`src/rtl/nfa_pkg.sv`:
```
// Shared constants and codes for the automaton string acceptor.
`default_nettype none

package nfa_pkg;

  // Default automaton size.
  localparam int NUM_STATES_DEF  = 16;
  localparam int NUM_SYMBOLS_DEF = 16;

  // Fixed field widths of the request and result channels.
  localparam int OP_W    = 2;
  localparam int SYM_W   = 4;
  localparam int STATE_W = 4;
  localparam int MASK_W  = 16;
  localparam int VERD_W  = 2;
  localparam int CIDX_W  = 2;

  // Request operations.
  typedef enum logic [OP_W-1:0] {
    OP_WRITE  = 2'd0,
    OP_SYMBOL = 2'd1,
    OP_END    = 2'd2
  } op_t;

  // Verdict codes; V_ACCEPT also marks a string that is still alive.
  typedef enum logic [VERD_W-1:0] {
    V_ACCEPT     = 2'd0,
    V_NO_ACCEPT  = 2'd1,
    V_BAD_SYMBOL = 2'd2,
    V_NO_TRANS   = 2'd3
  } verdict_t;

  // Configuration register indexes.
  typedef enum logic [CIDX_W-1:0] {
    CFG_START  = 2'd0,
    CFG_ACCEPT = 2'd1,
    CFG_ENABLE = 2'd2
  } cfg_idx_t;

endpackage

`default_nettype wire

```
`src/rtl/nfa_string_acceptor.sv`:
```
// Top level of the automaton string acceptor with its transition table memory.
//
// Usage: requests arrive on in_valid/in_stall with operation, is_epsilon,
// symbol_code, from_state and target_mask. A write request stores one row of
// the transition table. A symbol request walks the active set by reading one
// table row per state from the synchronous table memory in the scan state,
// then folds the last row into the new active set in the finish state; no
// request is accepted until it ends. An end request puts one result
// (verdict, final_active) in the output register, where it stays until
// taken on out_valid/out_stall. The next request is accepted while a result
// waits; an end request that finds the output register still full waits in
// the block until the receiver takes the earlier result.
// Configuration writes use cfg_valid/cfg_ready with cfg_index and cfg_data;
// writing the start state restarts the current string.
// After reset a clearing pass zeroes the table, one row per cycle, over all
// min(NUM_STATES,16) * (min(NUM_SYMBOLS,16) + 1) rows; no request is accepted
// during it, while configuration writes are taken.
`default_nettype none

module nfa_string_acceptor #(
  parameter int NUM_STATES  = nfa_pkg::NUM_STATES_DEF,
  parameter int NUM_SYMBOLS = nfa_pkg::NUM_SYMBOLS_DEF
) (
  input  wire logic                         clk,
  input  wire logic                         rst,
  // Request channel
  input  wire logic                         in_valid,
  output logic                              in_stall,
  input  wire logic [nfa_pkg::OP_W-1:0]     operation,
  input  wire logic                         is_epsilon,
  input  wire logic [nfa_pkg::SYM_W-1:0]    symbol_code,
  input  wire logic [nfa_pkg::STATE_W-1:0]  from_state,
  input  wire logic [nfa_pkg::MASK_W-1:0]   target_mask,
  // Result channel
  output logic                              out_valid,
  input  wire logic                         out_stall,
  output logic [nfa_pkg::VERD_W-1:0]        verdict,
  output logic [nfa_pkg::MASK_W-1:0]        final_active,
  // Configuration channel
  input  wire logic                         cfg_valid,
  output logic                              cfg_ready,
  input  wire logic [nfa_pkg::CIDX_W-1:0]   cfg_index,
  input  wire logic [nfa_pkg::MASK_W-1:0]   cfg_data
);
  import nfa_pkg::*;

  // Only states and codes that the field widths can name are stored.
  localparam int EFF_STATES = (NUM_STATES < MASK_W) ? NUM_STATES : MASK_W;
  localparam int EFF_SYMS   = (NUM_SYMBOLS < (1 << SYM_W)) ? NUM_SYMBOLS : (1 << SYM_W);
  localparam int EFF_COLS   = EFF_SYMS + 1;
  localparam int DEPTH      = EFF_STATES * EFF_COLS;
  localparam int ACT_W      = EFF_STATES;
  localparam int ST_W       = $clog2(EFF_STATES);
  localparam int COL_W      = $clog2(EFF_COLS);
  localparam int ADDR_W     = $clog2(DEPTH);

  typedef enum logic [2:0] {
    S_CLEAR,
    S_IDLE,
    S_SCAN,
    S_FINISH,
    S_HOLD
  } state_t;

  state_t            state;
  logic [ADDR_W-1:0] clr_addr;
  logic [ST_W-1:0]   scan_idx;
  logic [COL_W-1:0]  scan_col;
  logic [ACT_W-1:0]  acc;
  logic              rd_use;
  logic [ACT_W-1:0]  active;
  verdict_t          status;

  logic [STATE_W-1:0] start_state;
  logic [MASK_W-1:0]  accepting_states;
  logic [MASK_W-1:0]  symbol_enable;

  // Table memory ports.
  logic [ACT_W-1:0]  mem [DEPTH];
  logic              mem_we;
  logic [ADDR_W-1:0] mem_waddr;
  logic [ACT_W-1:0]  mem_wdata;
  logic [ADDR_W-1:0] mem_raddr;
  logic [ACT_W-1:0]  rd_data;

  logic              in_take;
  logic              out_free;
  logic              res_load;
  logic              wr_ok;
  logic [COL_W-1:0]  wr_col;
  logic              sym_ok;
  logic [ACT_W-1:0]  acc_next;
  verdict_t          end_verdict;

  // Row address of a (state, column) pair.
  function automatic logic [ADDR_W-1:0] row_addr(input logic [ST_W-1:0] st,
                                                 input logic [COL_W-1:0] col);
    row_addr = ADDR_W'(st) * ADDR_W'(EFF_COLS) + ADDR_W'(col);
  endfunction

  // One-hot active set of a fresh string.
  function automatic logic [ACT_W-1:0] start_set(input logic [STATE_W-1:0] st);
    logic [ACT_W-1:0] one;
    one = {{(ACT_W-1){1'b0}}, 1'b1};
    if (32'(st) < EFF_STATES) begin
      start_set = one << st;
    end else begin
      start_set = '0;
    end
  endfunction

  assign in_stall  = (state != S_IDLE);
  assign cfg_ready = 1'b1;
  assign in_take   = in_valid && !in_stall;
  assign out_free  = !out_valid || !out_stall;

  // A new result loads into the output register this cycle.
  assign res_load  = (in_take && (operation == OP_END) && out_free)
                     || ((state == S_HOLD) && out_free);

  // Decode of the write and symbol requests.
  assign wr_ok  = (32'(from_state) < NUM_STATES)
                  && (is_epsilon || (32'(symbol_code) < NUM_SYMBOLS));
  assign wr_col = is_epsilon ? COL_W'(EFF_SYMS) : COL_W'(symbol_code);
  assign sym_ok = is_epsilon
                  || ((32'(symbol_code) < NUM_SYMBOLS) && symbol_enable[symbol_code]);

  // Running OR of the rows read so far, including the one arriving now.
  assign acc_next = acc | (rd_use ? rd_data : '0);

  // Verdict of the current string.
  always_comb begin
    if (status != V_ACCEPT) begin
      end_verdict = status;
    end else if (|(active & accepting_states[ACT_W-1:0])) begin
      end_verdict = V_ACCEPT;
    end else begin
      end_verdict = V_NO_ACCEPT;
    end
  end

  // Memory port selection: clearing pass, row writes and the scan reads.
  always_comb begin
    mem_we    = 1'b0;
    mem_waddr = clr_addr;
    mem_wdata = '0;
    mem_raddr = row_addr(scan_idx, scan_col);
    if (state == S_CLEAR) begin
      mem_we = 1'b1;
    end else if (in_take && (operation == OP_WRITE) && wr_ok) begin
      mem_we    = 1'b1;
      mem_waddr = row_addr(ST_W'(from_state), wr_col);
      mem_wdata = target_mask[ACT_W-1:0];
    end
  end

  // Transition table with registered read data.
  always_ff @(posedge clk) begin
    if (mem_we) begin
      mem[mem_waddr] <= mem_wdata;
    end
    rd_data <= mem[mem_raddr];
  end

  // Control, string state, configuration and result register.
  always_ff @(posedge clk) begin
    if (rst) begin
      state            <= S_CLEAR;
      clr_addr         <= '0;
      scan_idx         <= '0;
      rd_use           <= 1'b0;
      active           <= start_set('0);
      status           <= V_ACCEPT;
      start_state      <= '0;
      accepting_states <= '0;
      symbol_enable    <= '1;
      out_valid        <= 1'b0;
    end else begin
      // A taken result empties the register unless a new one loads now.
      if (out_valid && !out_stall && !res_load) begin
        out_valid <= 1'b0;
      end

      case (state)
        S_CLEAR: begin
          clr_addr <= clr_addr + 1'b1;
          if (clr_addr == ADDR_W'(DEPTH - 1)) begin
            state <= S_IDLE;
          end
        end

        S_IDLE: begin
          if (in_take) begin
            case (op_t'(operation))
              OP_SYMBOL: begin
                if (status == V_ACCEPT) begin
                  if (!sym_ok) begin
                    status <= V_BAD_SYMBOL;
                  end else begin
                    scan_col <= wr_col;
                    scan_idx <= '0;
                    acc      <= '0;
                    rd_use   <= 1'b0;
                    state    <= S_SCAN;
                  end
                end
              end
              OP_END: begin
                if (out_free) begin
                  out_valid    <= 1'b1;
                  verdict      <= end_verdict;
                  final_active <= MASK_W'(active);
                  active       <= start_set(start_state);
                  status       <= V_ACCEPT;
                end else begin
                  state <= S_HOLD;
                end
              end
              default: begin
              end
            endcase
          end
        end

        // One row read issued per cycle; its registered data is folded in on the next cycle.
        S_SCAN: begin
          acc      <= acc_next;
          rd_use   <= active[scan_idx];
          scan_idx <= scan_idx + 1'b1;
          if (scan_idx == ST_W'(EFF_STATES - 1)) begin
            state <= S_FINISH;
          end
        end

        S_FINISH: begin
          if (acc_next == '0) begin
            status <= V_NO_TRANS;
          end else begin
            active <= acc_next;
          end
          state <= S_IDLE;
        end

        // An end request waits here until the output register is free.
        S_HOLD: begin
          if (out_free) begin
            out_valid    <= 1'b1;
            verdict      <= end_verdict;
            final_active <= MASK_W'(active);
            active       <= start_set(start_state);
            status       <= V_ACCEPT;
            state        <= S_IDLE;
          end
        end

        default: begin
          state <= S_IDLE;
        end
      endcase

      // Configuration writes are to arrive only while the block is idle; the block does not enforce this.
      if (cfg_valid && cfg_ready) begin
        case (cfg_idx_t'(cfg_index))
          CFG_START: begin
            start_state <= cfg_data[STATE_W-1:0];
            active      <= start_set(cfg_data[STATE_W-1:0]);
            status      <= V_ACCEPT;
          end
          CFG_ACCEPT: begin
            accepting_states <= cfg_data;
          end
          CFG_ENABLE: begin
            symbol_enable <= cfg_data;
          end
          default: begin
          end
        endcase
      end
    end
  end

  // No request is taken before the clearing pass ends.
  a_clear_blocks: assert property (@(posedge clk) disable iff (rst)
    (state == S_CLEAR) |-> in_stall)
    else $error("request accepted during clearing pass");

  // A held end request always sits behind a pending result.
  a_hold_full: assert property (@(posedge clk) disable iff (rst)
    (state == S_HOLD) |-> out_valid)
    else $error("end request held with an empty output register");

  // The table is never written while a scan reads it.
  a_no_write_in_scan: assert property (@(posedge clk) disable iff (rst)
    ((state == S_SCAN) || (state == S_FINISH)) |-> !mem_we)
    else $error("table written during a scan");

  // The finishing step follows the last scan read.
  a_finish_after_scan: assert property (@(posedge clk) disable iff (rst)
    (state == S_FINISH) |-> ($past(state) == S_SCAN))
    else $error("scan finished without reading rows");

  // A failed string only carries a rejecting code.
  a_status_code: assert property (@(posedge clk) disable iff (rst)
    (status != V_ACCEPT) |-> ((status == V_BAD_SYMBOL) || (status == V_NO_TRANS)))
    else $error("string status holds an invalid code");

endmodule

`default_nettype wire
```
`config.mk`:
```
export PLATFORM = sky130hd
export DESIGN_NAME = nfa_string_acceptor
export DESIGN_NICKNAME = d
export VERILOG_FILES = /design/src/rtl/nfa_pkg.sv /design/src/rtl/nfa_string_acceptor.sv
export SDC_FILE = /design/constraint.sdc
export NUM_CORES = 2
export LEC_CHECK = 0
export BUFFER_PORTS_ARGS = -buffer_cell sky130_fd_sc_hd__buf_2
export CAP_MARGIN = 10
export CORE_MARGIN = 3
export CORE_UTILIZATION = 55
export DETAILED_ROUTE_END_ITERATION = 8
export PLACE_DENSITY = 0.73
export SETUP_SLACK_MARGIN = 0.4
export SLEW_MARGIN = 20
export SYNTH_ARGS = -nofsm -noshare
export SYNTH_HDL_FRONTEND = slang
export SYNTH_MEMORY_MAX_BITS = 65536
export SYNTH_SLANG_ARGS = --single-unit
```
`constraint.sdc`:
```
create_clock -name clk -period 6 [get_ports clk]
set_input_delay 0.6 -clock clk [delete_from_list [all_inputs] [get_ports clk]]
set_output_delay 0.6 -clock clk [all_outputs]
set_load 0.05 [all_outputs]
```
# Yosys cells after proc, flatten, opt, wreduce, memory -nomap -nowiden
# Memories as Yosys holds them, arrays and structs flattened. A register that Yosys moved wholly into a read port is not among the register bits.
# Cells that the tools add are included.
[totals]
ff_bits = 111
mem_bits_rw = 4352
output_inout_bits = 21
wordCells = 151
mem_count = 1
[memory_table]
columns = ["memory", "words", "width", "rd", "rd_ports_with_merged_regs", "wr", "line", "text"]
rows = [
  ["mem", 272, 16, 1, 1, 1, "nfa_string_acceptor.sv:79", "logic [ACT_W-1:0] mem [DEPTH];"],
]
[classes]
addsub = 4
mul = 2
magnitude_cmp = 2
eq_ne = 23
n_shift = 2
muxes = 69
n_bitwise = 3
reduce_logical = 31
[op_table]
columns = ["op", "count"]
rows = [
  ["$mux 16", 16],
  ["$pmux 16 s2", 2],
  ["$pmux 16 s3", 1],
  ["$shl 1x4->16 const A", 2],
  ["$mux 2", 11],
  ["$mux 3", 7],
  ["$add 9x5->9", 2],
  ["$mul 4x5->9 const B", 2],
  ["$mux 9", 2],
  ["$and 16x16->16", 1],
  ["$logic_not 16->1", 1],
  ["$mux 4", 4],
  ["$or 16x16->16", 1],
  ["$reduce_or 16->1", 1],
  ["$mux 1", 15],
  ["$ne 2x2->1 const B", 6],
  ["$pmux 3 s4", 1],
  ["$reduce_and 6->1", 2],
  ["$lt 4x5->1 const B", 2],
  ["$add 9x1->9 const B", 1],
  ["$eq 9x9->1 const B", 1],
  ["$ne 3x3->1 const B", 3],
  ["$bmux 1 s4", 2],
  ["$pmux 2 s2", 2],
  ["other kinds (26)", 48],
]

# Logic depth before layout (Yosys ltp)
[depth]
word_depth = 13
ltp_mapped = 14
ltp_nobuf = 12

# Worst setup path before layout
# No wires, ideal clock.
[synth_timing]
kind = "register to register"
startpoint = "register state[0]"
endpoint = "memory mem[0][10] (netlist name), data pin"
setup_ps = 912
arrival_time_ps = 5065
setup_slack_ps = 23
stages_incl_launch_ff = 8
path_cell_list = "dfxtp_1 > buf_2 > nor3b_2 > and3_1 > buf_2 > clkbuf_1 > clkbuf_1 > and2_1"
[synth_via]
elab_chain_len = 6
[synth_lines]
columns = ["element", "line", "text"]
rows = [
  ["start: declaration", "nfa_string_acceptor.sv:65", "state_t state;"],
  ["start signal: assignment", "nfa_string_acceptor.sv:168", "state <= S_CLEAR;"],
  ["start signal: assignment", "nfa_string_acceptor.sv:188", "state <= S_IDLE;"],
  ["start signal: assignment", "nfa_string_acceptor.sv:204", "state <= S_SCAN;"],
  ["$ne 3x1->1", "nfa_string_acceptor.sv:112", "assign in_stall = (state != S_IDLE);"],
  ["$logic_not 1->1", "nfa_string_acceptor.sv:114", "assign in_take = in_valid && !in_stall;"],
  ["$logic_and 1x1->1", "nfa_string_acceptor.sv:114", ""],
  ["$logic_and 1x1->1", "nfa_string_acceptor.sv:150", "end else if (in_take && (operation == OP_WRITE) && wr_ok) begin"],
  ["$mux 16", "nfa_string_acceptor.sv:150", ""],
  ["$mux 16 *", "nfa_string_acceptor.sv:148", "if (state == S_CLEAR) begin"],
  ["via mem_wdata[10]", "nfa_string_acceptor.sv:82", "logic [ACT_W-1:0] mem_wdata;"],
  ["end: declaration", "nfa_string_acceptor.sv:79", ""],
]
# The timed path passes the listed nets; every way through them passes the cells marked *.

# Worst setup path in the final report
[layout_timing]
startpoint = "register scan_idx[0]"
endpoint = "register rd_data[3] (read register of mem)"
[layout_via]
elab_chain_len = 2
[layout_lines]
columns = ["element", "line", "text"]
rows = [
  ["start: declaration", "nfa_string_acceptor.sv:67", "logic [ST_W-1:0] scan_idx;"],
  ["start signal: assignment", "nfa_string_acceptor.sv:229", "scan_idx <= scan_idx + 1'b1;"],
  ["$mul 4x5->9", "nfa_string_acceptor.sv:98", "row_addr = ADDR_W'(st) * ADDR_W'(EFF_COLS) + ADDR_W'(col);"],
  ["$add 9x5->9", "nfa_string_acceptor.sv:98", ""],
  ["end: declaration", "nfa_string_acceptor.sv:84", "logic [ACT_W-1:0] rd_data;"],
]
# No other way between the ends.
# A chain may end at the register's enable or synchronous reset.

==> results.toml <==
[cts]
cts_tree = "yes"
ctsResizeCount = 0
cts_max_level = 5
cts-root-buf = "clkbuf_16"
clk_pin_slew_ns = 0.07
cts_sinks = 4479
clock_latency_ns = 0.96
cts_setup_buffers = 0
cts_max_path_buffers = 4
cts_buffers = 431

[sta]
max_freq_ghz = 0.1947
fin_crit_sh_pct = 85.61
hold_viol_final = 0
setup-violations-final = 0
slew_viol_final = 0
setup_tns_ns = 0
fin_worst_skew_ns = 0.06961
worst_pin_slew_ns = 1.254
min_period_ns = 5.137
rsz0062_at_grt = "false"
max_slew_margin_pct = 16.20

[place]
dpl.hpwl_um = 284700
place_area_mm2 = 0.1818
dp.cells = 12510
io_buffers = 69
gp_congestion = 0.9979

[route]
antenna_left = 0
post_drt_via_cell_ratio = 6.723
drt-total-wl_um = 465800
first_iter_violations = 14860
firstDrtPassIters = 9
route.detailed.drc = 8
route.detailed.wl_per_inst_um = 34.97
num_vias = 89570

[die]
core_area_mm2 = 0.3127
dieArea_mm2 = 0.3219
die_h_um = 567.4
rows = 205
start_util_pct = 55.43
io_pins = 71
die_w_um = 567.4

[global_route]
antenna_found_initial = 22
grt_use_total_pct = 28.89
grt_max_degree = 135
grt_pass1_vias = 88070
grt_pass1_wl_um = 663800
overflow = 0

[run_status]
status = "complete, but fails checks"
failed_checks = "DRC"

[cells_and_area]
drive_gt1_share_pct = 27.21
area_growth_pct = 12.97
finalNetCount = 8897
stdcell_area_mm2 = 0.1958
fin_cells = 13320
nFillCells = 20320

[flow_run]
maxCapViolations = 0

[synth]
avgSynthCellArea_um2 = 21.12
synthCells = 8205
synth-simple-area-share_pct = 3.702
syn-cell-area_mm2 = 0.1733
ys_types = 74
synthMuxAreaShare_pct = 15.63
synth_nets = 8282
synth_edf_count = 4391
async_flop_share_pct = 0
synth_compound_area_share_pct = 1.911
yosysSeqAreaShare_pct = 77.10
synth_xor_xnor_area_share_pct = 0.07075
ys.warnings.count = 0
synth_fa_ha_area_share_pct = 0.2036
synth_top_family_by_area = "multiplexers"
ys.flop_type = "edfxtp_1"
ys_ff_latch = 4479

[worst_hold_path]
min_from = "target_mask[2]"
hold_class = "input port to register"
worst_hold_path.endpoint = "mem[164][2]"
min_path_cells = 2

[setup_path]
worstPathRequired_ns = 6.90
worstPathMaxFanout = 29
r2r_end = "rd_data[3]"
critPathKind = "register to register"
cp_data_arrival_time_ns = 6.03
timing.rr.start = "scan_idx[0]"
setup.worst_path.start = "scan_idx[0]"
r2r_slack_ns = 0.86
start_kind = "register"
end_kind = "register"
rr_worst_depth = 12

[power_and_ir_drop]
ir_drop_uv = 231.9
power_density_mw_per_mm2 = 316.6
p_leak_uw = 0.05405
-- stage by stage --
step	utilization (%)	power, uW	worst slack (ns)	hold slack [ns]
final	62.62	61990	0.8634	0.08727
after global placement	58.15	36000	0.8772	0.4426
after CTS	62.60	62190	0.9921	0.005651
after floorplan	-	35400	1.839	0.4320
after global routing	62.61	63470	0.8107	0.04527
after detailed placement	58.15	36030	0.8182	0.4521
-- metal layers --
layer / vias up / track usage, % / part of all wire (%)
li1: 35230 / - / -
met1: 46700 / 40.05 / 35
met2: 6569 / 43.24 / 46
met3: 1063 / 8.899 / 14
met4: 10 / 11.90 / 5.0
met5: - / 0.07437 / 0.042
-- logic make-up after synthesis --
logic type	count (synthesis)
DFF	4479
and+or+nand+nor	1462
muxes	1248
buffers and inverters	490
AOI/OAI and AO/OA	484
adders and majority gates	27
xor gates and xnor gates	14
other	1
-- layout by cell type (no fill, tap or decap), types with 14 or more instances in the layout --
master and n:
o211a_1 14, dfxtp_1 88, mux2i_1 82, nor2_1 328, a221oi_1 26, o21a_1 17
clkinv_1 96, a21oi_1 184, a22oi_1 41, o21ai_0 34, bufinv_16 40, nand3b_1 23
dlygate4sd3_1 18, a31oi_1 42, nor2b_1 20, nor4_1 27, nand4_1 48, edfxtp_1 4391
ha_1 23, buf_12 65, a211oi_1 18, buf_2 69, nand2_1 691, or2_2 18
nand3_1 157, clkbuf_1 88, and4_1 15, clkbuf_16 435, clkinv_2 82, and3_1 24
nor3_1 30, mux4_2 1163, buf_4 506, a32oi_1 44, and2_4 17
-- cells in the mapped netlist (42+ instances only) --
cell      instances  area share [%]
a21oi_1         184            0.53
a31oi_1          42            0.15
a32oi_1          44            0.22
buf_2           150            0.43
buf_4            58            0.25
clkbuf_1        211            0.46
dfxtp_1          88             1.0
edfxtp_1       4391              76
mux2i_1          82            0.47
mux4_2         1163              15
nand2_1         708             1.5
nand3_1         157            0.45
nand4_1          48            0.17
nor2_1          332            0.72
-- worst max-delay path, stage by stage, from the launching register on --
cell and delay [ns]:
dfxtp_1 0.68, ha_4 0.23, ha_4 0.14, inv_1 0.06, fa_4 0.93, nor2_4 0.95, buf_4 0.53, a22oi_1 0.16
a21oi_1 0.29, a21oi_1 0.17, o21a_1 0.35, nand3_1 0.31, o211a_1 0.18
-- where the power goes --
group | switching, uW | internal, uW
Sequential | 81.6 | 34100
Clock | 11500 | 15100
Combinational | 897 | 319
Total | 12500 | 49500
-- timing repair --
action | in CTS | in global routing
hold endpoints to repair | 34 | 0
endpoints found under the setup margin | 0 | 0
hold buffers | 18 | 0
-- layout make-up --
cell class,count,area [um2],area share [%]
Sequential cell,4479,133600,68.24
Multi-Input combinational cell,3236,37540,19.17
Clock buffer,528,11280,5.763
Timing Repair Buffer,658,5625,2.873
Tap cell,4140,5180,2.646
Clock inverter,255,2465,1.259
Inverter,14,52.55,0.02684
Antenna cell,13,32.53,0.01661
-- flip-flops by register name (all words and copies together), names as in the netlist --
name	cells
rd_data	16
accepting_states	16
active	16
symbol_enable	16
clr_addr	9
rd_use	1
verdict	2
final_active	16
start_state	4
acc	16
out_valid	1
mem	4352
status	2
scan_idx	4
scan_col	5
state	3
-- worst max-delay path by stage --
stage | slack (ns) | end
2_1_floorplan | 1.84 | mem[257][0]
4_1_cts | 0.99 | rd_data[3]
6_report | 0.86 | rd_data[3]
5_1_grt | 0.81 | rd_data[13]
3_3_place_gp | 0.88 | mem[69][1]
3_5_place_dp | 0.82 | mem[136][5]
Power figures use the tool's default switching activity.
